### src/sv/vcpi_pkg.sv
// ============================================================================
// vcpi_pkg - shared types and constants for the video chip CPU port
// Beat layouts, access kinds, control commands and register tables.
// ============================================================================
package vcpi_pkg;

    // Video memory geometry (16K entries, covering the whole 14-bit address space)
    localparam int VRAM_DEPTH = 16384;
    localparam int VRAM_AW    = (VRAM_DEPTH > 1) ? $clog2(VRAM_DEPTH) : 1;
    localparam int ADDR_W     = 14;

    // Access kinds carried by an input beat
    typedef enum logic [2:0] {
        KIND_DATA_READ    = 3'd0,
        KIND_STATUS_READ  = 3'd1,
        KIND_DATA_WRITE   = 3'd2,
        KIND_CONTROL      = 3'd3,
        KIND_VBLANK       = 3'd4
    } kind_t;

    // Command codes in the top two bits of the second control byte
    localparam logic [1:0] CMD_READ_SETUP  = 2'b00;
    localparam logic [1:0] CMD_WRITE_SETUP = 2'b01;
    localparam logic [1:0] CMD_REG_WRITE   = 2'b10;
    localparam logic [1:0] CMD_NONE        = 2'b11;

    // Status byte handling
    localparam logic [7:0] STATUS_READ_KEEP = 8'h5F;
    localparam logic [7:0] STATUS_FRAME     = 8'h80;

    // Internal register write masks and reset values
    localparam logic [7:0] REG_MASK [8] = '{
        8'h03, 8'hFB, 8'h0F, 8'hFF, 8'h07, 8'h7F, 8'h07, 8'hFF
    };
    localparam logic [7:0] REG_RESET [8] = '{
        8'h36, 8'h80, 8'hFF, 8'hFF, 8'hFF, 8'hFF, 8'hFB, 8'h00
    };

    typedef struct packed {
        kind_t       kind;
        logic [7:0]  data_byte;
    } in_item_t;

    typedef struct packed {
        logic [7:0]  read_byte;
        logic        nmi_request;
        logic [2:0]  display_mode;
    } out_item_t;

    // Request from the port logic to video memory
    typedef struct packed {
        logic               we;
        logic               re;
        logic [VRAM_AW-1:0] addr;
        logic [7:0]         wdata;
    } vram_req_t;

endpackage

### src/sv/vcpi_core.sv
// ============================================================================
// vcpi_core - port state and single-pass access decode
// Holds the address, byte latch, read-ahead, status and internal
// registers, and works out one beat's result and state update.
// ============================================================================
module vcpi_core (
    input  logic                  clk,
    input  logic                  rst_n,
    input  logic                  go,
    input  vcpi_pkg::in_item_t    item,
    input  logic [7:0]            mem_rdata,
    output vcpi_pkg::vram_req_t   mem_req,
    output vcpi_pkg::out_item_t   result
);

    logic [vcpi_pkg::ADDR_W-1:0] addr_reg;
    logic [vcpi_pkg::ADDR_W-1:0] addr_next;
    logic [7:0]                  ra_reg;
    logic [7:0]                  ra_next;
    logic                        ra_mem_reg;
    logic                        ra_mem_next;
    logic                        first_reg;
    logic                        first_next;
    logic [7:0]                  regs_reg [8];
    logic [7:0]                  regs_next [8];
    logic [7:0]                  status_reg;
    logic [7:0]                  status_next;
    logic [2:0]                  mode_reg;
    logic [2:0]                  mode_next;

    logic [7:0]                  ra_cur;
    logic [vcpi_pkg::ADDR_W-1:0] ctrl_addr;
    logic [vcpi_pkg::ADDR_W-1:0] mem_addr;
    logic [1:0]                  cmd;
    logic [2:0]                  reg_sel;
    logic [7:0]                  reg_val;
    logic [7:0]                  new_r0;
    logic [7:0]                  new_r1;

    // Fold a 14-bit address onto video memory, at most 15 wraps deep
    function automatic logic [vcpi_pkg::VRAM_AW-1:0] vram_index(
        input logic [vcpi_pkg::ADDR_W-1:0] a
    );
        logic [17:0] r;
        r = {4'b0000, a};
        for (int k = 3; k >= 0; k--)
        begin
            if (r >= 18'(vcpi_pkg::VRAM_DEPTH << k))
            begin
                r = r - 18'(vcpi_pkg::VRAM_DEPTH << k);
            end
        end
        return r[vcpi_pkg::VRAM_AW-1:0];
    endfunction

    // Read-ahead lives in the memory read register until overwritten
    assign ra_cur    = ra_mem_reg ? mem_rdata : ra_reg;
    assign ctrl_addr = {item.data_byte[5:0], addr_reg[7:0]};
    assign mem_addr  = (item.kind == vcpi_pkg::KIND_CONTROL) ? ctrl_addr : addr_reg;
    assign cmd       = item.data_byte[7:6];
    assign reg_sel   = item.data_byte[2:0];
    assign reg_val   = addr_reg[7:0] & vcpi_pkg::REG_MASK[reg_sel];

    // Decode the beat and work out next state and result
    always_comb
    begin
        addr_next   = addr_reg;
        ra_next     = ra_reg;
        ra_mem_next = ra_mem_reg;
        first_next  = first_reg;
        regs_next   = regs_reg;
        status_next = status_reg;
        mode_next   = mode_reg;
        new_r0      = regs_reg[0];
        new_r1      = regs_reg[1];

        mem_req.we    = 1'b0;
        mem_req.re    = 1'b0;
        mem_req.addr  = vram_index(mem_addr);
        mem_req.wdata = item.data_byte;

        result.read_byte   = 8'h00;
        result.nmi_request = 1'b0;

        case (item.kind)
            vcpi_pkg::KIND_DATA_READ:
            begin
                first_next       = 1'b1;
                result.read_byte = ra_cur;
                mem_req.re       = go;
                ra_mem_next      = 1'b1;
                addr_next        = addr_reg + 1'b1;
            end
            vcpi_pkg::KIND_STATUS_READ:
            begin
                first_next       = 1'b1;
                result.read_byte = status_reg;
                status_next      = status_reg & vcpi_pkg::STATUS_READ_KEEP;
            end
            vcpi_pkg::KIND_DATA_WRITE:
            begin
                first_next  = 1'b1;
                ra_next     = item.data_byte;
                ra_mem_next = 1'b0;
                mem_req.we  = go;
                addr_next   = addr_reg + 1'b1;
            end
            vcpi_pkg::KIND_CONTROL:
            begin
                if (first_reg)
                begin
                    first_next = 1'b0;
                    addr_next  = {addr_reg[13:8], item.data_byte};
                end
                else
                begin
                    first_next = 1'b1;
                    addr_next  = ctrl_addr;
                    case (cmd)
                        vcpi_pkg::CMD_READ_SETUP:
                        begin
                            mem_req.re  = go;
                            ra_mem_next = 1'b1;
                            addr_next   = ctrl_addr + 1'b1;
                        end
                        vcpi_pkg::CMD_REG_WRITE:
                        begin
                            regs_next[reg_sel] = reg_val;
                            if (reg_sel == 3'd0)
                            begin
                                new_r0 = reg_val;
                            end
                            if (reg_sel == 3'd1)
                            begin
                                new_r1 = reg_val;
                                result.nmi_request = !regs_reg[1][5] && reg_val[5]
                                                     && status_reg[7];
                            end
                            if (reg_sel[2:1] == 2'b00)
                            begin
                                mode_next = {new_r1[3], new_r0[1], new_r1[4]};
                            end
                        end
                        default:
                        begin
                            // write setup or no action: address only
                        end
                    endcase
                end
            end
            vcpi_pkg::KIND_VBLANK:
            begin
                result.nmi_request = regs_reg[1][5] && !status_reg[7];
                status_next        = status_reg | vcpi_pkg::STATUS_FRAME;
            end
            default:
            begin
                // unknown kind: leave state alone
            end
        endcase

        result.display_mode = mode_next;
    end

    // Commit the update only when the beat moves on
    always_ff @(posedge clk or negedge rst_n)
    begin
        if (!rst_n)
        begin
            addr_reg   <= '0;
            ra_reg     <= 8'h00;
            ra_mem_reg <= 1'b0;
            first_reg  <= 1'b1;
            regs_reg   <= vcpi_pkg::REG_RESET;
            status_reg <= 8'h00;
            mode_reg   <= 3'b000;
        end
        else if (go)
        begin
            addr_reg   <= addr_next;
            ra_reg     <= ra_next;
            ra_mem_reg <= ra_mem_next;
            first_reg  <= first_next;
            regs_reg   <= regs_next;
            status_reg <= status_next;
            mode_reg   <= mode_next;
        end
    end

endmodule

### config.mk
export PLATFORM = sky130hd
export DESIGN_NAME = vcpi_core
export DESIGN_NICKNAME = d
export VERILOG_FILES = /design/src/sv/vcpi_pkg.sv /design/src/sv/vcpi_core.sv
export SDC_FILE = /design/constraint.sdc
export NUM_CORES = 1
export LEC_CHECK = 0
export BUFFER_PORTS_ARGS = -buffer_cell sky130_fd_sc_hd__buf_2
export CORE_MARGIN = 8
export CORE_UTILIZATION = 45
export CTS_BUF_LIST = sky130_fd_sc_hd__clkbuf_4
export DETAILED_ROUTE_END_ITERATION = 12
export PLACE_DENSITY = 0.69
export SKIP_LAST_GASP = 1
export SYNTH_ARGS = -nofsm -noshare
export SYNTH_HDL_FRONTEND = slang
export SYNTH_SLANG_ARGS = --single-unit
### constraint.sdc
create_clock -name clk -period 3.6 [get_ports clk]
set_clock_uncertainty 0.1 [all_clocks]
set_input_delay 1.08 -clock clk [delete_from_list [all_inputs] [get_ports clk]]
set_output_delay 1.08 -clock clk [all_outputs]
set_load 0.05 [all_outputs]
; ---- Word-level counts from Yosys, hierarchy flattened
; Memory sizes are Yosys's and may differ from the RTL's.
; Cells that the tools add are included.
[op_classes]
addsub = 2
magnitude_cmp = 2
eq_ne = 9
muxes = 31
n_bitwise = 4
reduce_logical = 24
[op_table]
columns = operator, count
row1 = 64-bit bitwise mux, 1
row2 = 14-bit two-way mux, 3
row3 = 8-bit two-way mux, 4
row4 = 8-bit one-hot mux with 2 select lines, 2
row5 = "14-bit by 1-bit adder with 14-bit output, second input constant", 2
row6 = 14-bit one-hot mux with 2 select lines, 1
row7 = 8-bit demux with 3-bit select, 1
row8 = 3-bit two-way mux, 4
row9 = 1-bit two-way mux, 9
row10 = 3-bit AND reduction, 3
row11 = 8-bit AND, 1
row12 = 4-bit AND reduction, 2
row13 = "3-bit by 1-bit == test with 1-bit output, second input constant", 2
row14 = "3-bit by 2-bit == test with 1-bit output, second input constant", 2
row15 = 3-bit logical NOT, 2
row16 = 1-bit one-hot mux with 2 select lines, 3
row17 = 2-bit AND reduction, 3
row18 = 2-bit nonzero test, 3
row19 = 5-bit two-way mux, 1
row20 = "4-bit >= comparator, second input constant", 1
row21 = 1-bit logical AND, 4
row22 = 2-bit logical NOT, 2
row23 = "4-bit by 1-bit less-than comparator with 1-bit output, second input constant", 1
row24 = 3-bit NOT with 4-bit output, 1
row25 = 12 further kinds, 14
[totals]
reg_bits = 93
mem_bits_ro = 64
inputBits = 22
output_inout_bits = 36
memories = 1
[mem_list]
columns = name, depth, width, read_ports, rd_ports_with_merged_regs, wr, line_no
row1 = (no name shown), 8, 8, 1, 0, 0, vcpi_core.sv:62  ; assign reg_val = addr_reg[7:0] & vcpi_pkg::REG_MASK[reg_sel];

; ---- Depth between registers and ports, before layout
; Gate-level depths: netlist of the first run.
[logic_depth]
depth_word = 11
depth_mapped = 6
mapped_depth_nobuf = 5

; ---- Worst setup path after synthesis of the first run
; No wires, ideal clock.
[synth_timing]
path_kind = input -> output
start = in item[2] (netlist bit)
end = out result[0] (netlist bit)
arrival_ps = 3153
required_ps = 2420
slack_ps = -733
stages = 3
cell_sequence = or4b_4 -> or3_1 -> o21ai_0
[synth_rtl]
columns = item, line_no
row1 = "start, declared", vcpi_core.sv:10  ; input vcpi_pkg::in_item_t item,
row2 = "end, declared", vcpi_core.sv:13  ; output vcpi_pkg::out_item_t result

==> results of run 1 <==
==> cell usage in the layout (no fill, tap or decap), types with 4 or more instances in the layout <==
cell type	n
buf_2	51
dfrtp_1	30
nor2_1	22
nand2_1	20
mux2_2	15
mux2i_1	12
buf_4	11
nor3_1	10
inv_1	10
a21oi_1	9
o21ai_0	8
nand3_1	7
o22ai_1	7
buf_6	6
xnor2_1	5
clkbuf_4	5
nand2_2	4
o31ai_1	4
a221oi_1	4
==> metal layers <==
| layer | global-route usage | up-vias |
|---|---|---|
| li1 | - | 1026 |
| met1 | 0.2184 | 1034 |
| met2 | 0.2899 | 79 |
| met3 | 0.04057 | 15 |
| met4 | 0.07500 | 0 |
| met5 | 0 | - |
==> per-stage QoR <==
step / area, sq um / total power, mW / worst slack [ns] / instances / utilization
finish: 2735 / 1.456 / -0.02803 / 375 / 0.5460
global route: 2735 / 1.532 / -0.05687 / 375 / 0.5460
CTS: 2720 / 1.455 / -0.06377 / 375 / 0.5430
detailed placement: 2625 / 1.234 / -0.1505 / 367 / 0.5240
global placement: 2625 / 1.224 / -0.1441 / 367 / 0.5240
floorplan: 2327 / 1.114 / -0.2477 / 258 / -
==> logic make-up (layout without fill, tap and decap cells) <==
kind of cell	count (synthesis)	count (layout)	synth area share
adder cells (fa/ha/maj)	1	1	0.005461
buffers and inverters	40	87	0.09394
AO/OA/AOI/OAI	57	57	0.1693
AND/OR/NAND/NOR	96	96	0.2354
flip-flops	32	32	0.3506
multiplexers	27	27	0.1262
XOR/XNOR	5	5	0.01911
==> worst max-delay path, delay by kind of cell <==
kind,cells,cell delay (ns)
buf+inv,2,0.27
compound gates,1,0.15
simple gates,2,0.95
==> worst min path at each step <==
stage,startpoint,to,cells after the start
floorplan,regs_reg[51],regs_reg[51],1
CTS,ra_reg[0],ra_reg[0],1
global route,ra_reg[2],ra_reg[2],1
global placement,regs_reg[51],regs_reg[51],1
detailed placement,ra_reg[0],ra_reg[0],1
finish,ra_reg[0],ra_reg[0],1
==> final cells by class <==
type / instances / area (sq um) / area share
inverter: 10 / 37.54 / 0.01372
clock buffer: 5 / 37.54 / 0.01372
sequential: 32 / 803.3 / 0.2937
timing repair buffer: 69 / 425.4 / 0.1555
tap: 70 / 87.58 / 0.03202
multi-input combinational: 186 / 1325 / 0.4844
clock inverter: 3 / 18.77 / 0.006862
==> timing repair <==
action | 4_1_cts | 5_1_grt
gates resized for setup | 11 | 4
pin swaps | 6 | 1
endpoints found under the setup margin | 4 | 4
==> power by group through the flow <==
stage / Clock [mW] / Sequential [mW] / Combinational (mW)
detailed placement: 0 / 0.585 / 0.649
floorplan: 0 / 0.544 / 0.570
global placement: 0 / 0.583 / 0.641
finish: 0.216 / 0.583 / 0.657
global route: 0.233 / 0.600 / 0.698
CTS: 0.219 / 0.579 / 0.657
==> results.ini, run 1 <==
[logic_synthesis]
synthCells=258
syn_avg_cell_area_sq_um=8.880
synth_cell_type_count=58
synth_seq_cells=32
async_flop_share=1.000
synth.most_common_cell=dfrtp_1
synth.top_cells.by_count=30 x dfrtp_1, 23 x nand2_1, 22 x nor2_1
synth_top_area_frac=0.3277
ys.flop_type=dfrtp_1
yosysSeqAreaShare=0.3506
syn_nets=281
syn_area_sq_mm=0.002291
synth_enable_flop_cells=0
synth.area.top_cells=dfrtp_1 33%, mux2_2 7.4%, mux2i_1 5.2%
yosysTopAreaCell=dfrtp_1
yosys_warnings=0

[routing]
wl_mm=6.494
dr_wl_met3_microns=366
highest_layer=met4
drt-pass1-iter-count=4
post_drt_wl_per_cell_microns=17.32
met1_length_mm=2.882
drt-vias-per-instance=5.744
wl_met2_mm=3.079
vias=2154
drc=0
ant_nets=0
drt-initial-drc-count=143

[global_route]
grt_max_degree=33
antenna_found_initial=0
grt_pass1_wl_mm=10.62
grt_pass1_vias=2128
grt_overflow_total=0
grtUsageTotal=0.1779

[power_and_ir_drop]
p_comb_frac=0.451
power_per_cell_area_mw_per_mm2=532.2
clkPwrFrac=0.148
worst_ir_drop_vdd_mv=0.2317
p_int_mw=0.7279
p_switching_mw=0.7276
p_seq_frac=0.400
swShare=0.4999
power.leakage_nw=1.237

[setup_path]
timing.critical_path.mode_cell=buf_6
r2r_end=addr_reg[13]
slowest_delay_ns=0.53
crit_start=item[1]
worstPathRequired_ns=2.42
r2r_slack_ns=1.24
cp-end-kind=primary output
r2r_cells=4
start_kind=input pin
critPathKind=in2out
critPathMaxFanout=6
endpoint=result[0]
r2r-start=addr_reg[5]
cp_cell_sequence=buf_6 > or4b_4 > or3_4 > o21ai_2 > buf_6
cp.arrival_ns=2.45
crit_slowest_cell=or4b_4

[die]
core-area_sq_mm=0.005010
fp.dieW_microns=87.35
pin_count=58
start_util=0.4573
num_rows=26
die_area_sq_mm=0.007630
die_h_microns=87.35

[status]
violations=negative setup slack
status=finished with violations

[placed_design]
dp_hpwl_mm=4.871
place.gp.congestion=0.8760
port_buffers=57

[sta]
finalCritPeriodShare=1.008
max_freq_ghz=0.2756
fin_setup_tns_ns=-0.07643
setup_viol=3
min_period_ns=3.628
worstMarginPinSlew_ns=0.7027
hold_slack_ns=0.4154
slew_headroom=0.5315
finalHoldViolCount=0
drv_slew=0
fin_ws_ns=-0.02803
rsz0062_at_grt=true

[cts]
cts_tree=done
insertion_delay_ns=0.34
cts.clk_slew.worst_paths_ns=0.10
hold_buffers=0
htreeDepth=2
tritoncts.num_buffers=5
cts_sinks=32
post_cts_buffers=0
cts_max_path_buffers=2
root_buffer=clkbuf_4

[job]
drv_cap=0

[layout]
n_antenna_cell=0
layout-drive-gt1-share=0.3836
largest_register_ffs=14
syn_to_final_growth_pct=19.39
fin_nets=327
nFillCells=500

[hold_path]
hold_path.class=reg2reg

Note: power is estimated with default switching activity, not from simulation.
==> run 2: changes to the inputs <==
- ABC_AREA: unset -> 1
- CELL_PAD_IN_SITES_DETAIL_PLACEMENT: unset -> 1
- CELL_PAD_IN_SITES_GLOBAL_PLACEMENT: unset -> 2
- CORE_UTILIZATION: 45 -> 30
- PLACE_DENSITY: 0.69 -> unset
- PLACE_DENSITY_LB_ADDON: unset -> 0.1
==> results.ini, run 2 <==
[status]
status=finished clean

[sta]
drv_slew=0
slew_headroom=0.4802
finalCritPeriodShare=0.9360
fin_ws_ns=0.2306
rsz0062_at_grt=false
min_period_ns=3.369
hold_slack_ns=0.3931
finalHoldViolCount=0
worstMarginPinSlew_ns=0.7797
max_freq_ghz=0.2968
setup_viol=0

[routing]
drt-initial-drc-count=74
drt-pass1-iter-count=4
drt-vias-per-instance=4.738
ant_nets=0
wl_mm=8.119
vias=2440
drc=0
post_drt_wl_per_cell_microns=15.77

[setup_path]
worstPathRequired_ns=2.42
critPathKind=in2out
start_kind=input pin
cp.arrival_ns=2.19
cp-end-kind=primary output
critPathMaxFanout=6

[logic_synthesis]
syn_avg_cell_area_sq_um=6.665
synth.area.top_cells=dfrtp_1 31%, nand2_1 17%, nor2_1 6.2%
yosysTopAreaCell=dfrtp_1
synth.most_common_cell=nand2_1
synth_seq_cells=32
synth_top_area_frac=0.3120
syn_nets=384
async_flop_share=1.000
yosysSeqAreaShare=0.3339
synth_enable_flop_cells=0
synth_cell_type_count=34
synthCells=361
ys.flop_type=dfrtp_1
syn_area_sq_mm=0.002406
yosys_warnings=0
synth.top_cells.by_count=109 x nand2_1, 40 x nor2_1, 38 x inv_1

[global_route]
grt_overflow_total=0
grt_max_degree=33
grt_pass1_vias=2637
antenna_found_initial=0
grt_pass1_wl_mm=13.61
grtUsageTotal=0.1503

[die]
die_h_microns=105.6
num_rows=32
fp.dieW_microns=105.6
die_area_sq_mm=0.01114
start_util=0.3098
pin_count=58
core-area_sq_mm=0.007767

[layout]
final_common_cell=nand2_1
final_cells=515
layout_common_cells=109 x nand2_1, 57 x buf_2, 40 x nor2_1
fin_util=0.3620
largest_register_ffs=14
syn_to_final_growth_pct=16.85
layout-drive-gt1-share=0.2567
nFillCells=1044
n_antenna_cell=0
fin_nets=435

[cts]
cts_max_path_buffers=2
cts_tree=done
root_buffer=clkbuf_4
tritoncts.num_buffers=5
post_cts_resized=0
cts.clk_slew.worst_paths_ns=0.11
hold_buffers=0
post_cts_buffers=0
cts_sinks=32
htreeDepth=2
insertion_delay_ns=0.34

[placed_design]
port_buffers=57
pre_cts_ws_ns=0.2148
dpl.cell_count=507
dp_hpwl_mm=6.497
place.gp.congestion=0.7899

[job]
drv_cap=0

[hold_path]
hold_path.class=reg2reg

[power_and_ir_drop]
power_per_cell_area_mw_per_mm2=481.4
worst_ir_drop_vdd_mv=0.2486
power.leakage_nw=1.459

run 2: cell types whose count changed in the layout (fill, tap and decap cells not counted), moves of 9 or more:
cell | previous run | this run
inv_1 | 10 | 38
mux2_2 | 15 | 0
mux2i_1 | 12 | 0
nand2_1 | 20 | 109
nand3_1 | 7 | 27
nor2_1 | 22 | 40
nor3_1 | 10 | 1
o21ai_0 | 8 | 26
run 2: layout make-up:
type                       instances  area (sq um)  share of cell area
multi-input combinational        265          1309              0.4655
sequential                        32         803.3              0.2857
timing repair buffer              67         360.3              0.1282
inverter                          41         153.9             0.05474
tap                              102         127.6             0.04539
clock buffer                       7         52.55             0.01869
clock inverter                     1         5.005            0.001780
run 2: worst paths after layout:
kind                                      to  cells past startpoint         start  slack [ns]
worst min register to register  regs_reg[57]                      2  regs_reg[57]        0.39
max in group asynchronous       addr_reg[13]                      1         rst_n        2.21
worst max-delay path               result[3]                      6       item[9]        0.23
min in group asynchronous        mode_reg[1]                      1         rst_n        0.70
worst max register to register  addr_reg[12]                     10   addr_reg[0]        1.65
worst min-delay path            regs_reg[57]                      2  regs_reg[57]        0.39
run 2: critical path, stage by stage:
cell     delay, ns
buf_2         0.13
nand2_2       0.09
nor2_8        0.15
nand2_1       0.12
o41ai_4       0.30
buf_2         0.31
run 2: logic make-up after synthesis:
family	share of synthesized area
simple gates	0.3645
compound gates	0.1628
buf+inv	0.1300
flops	0.3339
xor+xnor	0.003641
fa+ha+maj	0.005199
run 2: where the power goes:
| part | switching [mW] | internal [mW] |
|---|---|---|
| logic | 0.450 | 0.158 |
| clock network | 0.138 | 0.0913 |
| registers | 0.0816 | 0.434 |
| total | 0.670 | 0.684 |
run 2: routing by layer:
| layer | wire (microns) | global-route usage | up-vias |
|---|---|---|---|
| li1 | - | - | 1246 |
| met5 | 0 | 0 | - |
| met2 | 3720 | 0.2531 | 57 |
| met1 | 3889 | 0.1898 | 1132 |
| met3 | 436 | 0.03593 | 5 |
| met4 | 72 | 0.03317 | 0 |
run 2: stage by stage:
| stage | total power, mW | instance area, sq um | TNS, ns |
|---|---|---|---|
| final | 1.354 | 2811 | 0 |
| after global routing | 1.451 | 2811 | 0 |
| after CTS | 1.376 | 2811 | 0 |
| after detailed placement | 1.139 | 2754 | 0 |
| after global placement | 1.129 | 2754 | 0 |
| after floorplan | 1.009 | 2425 | -0.2389 |
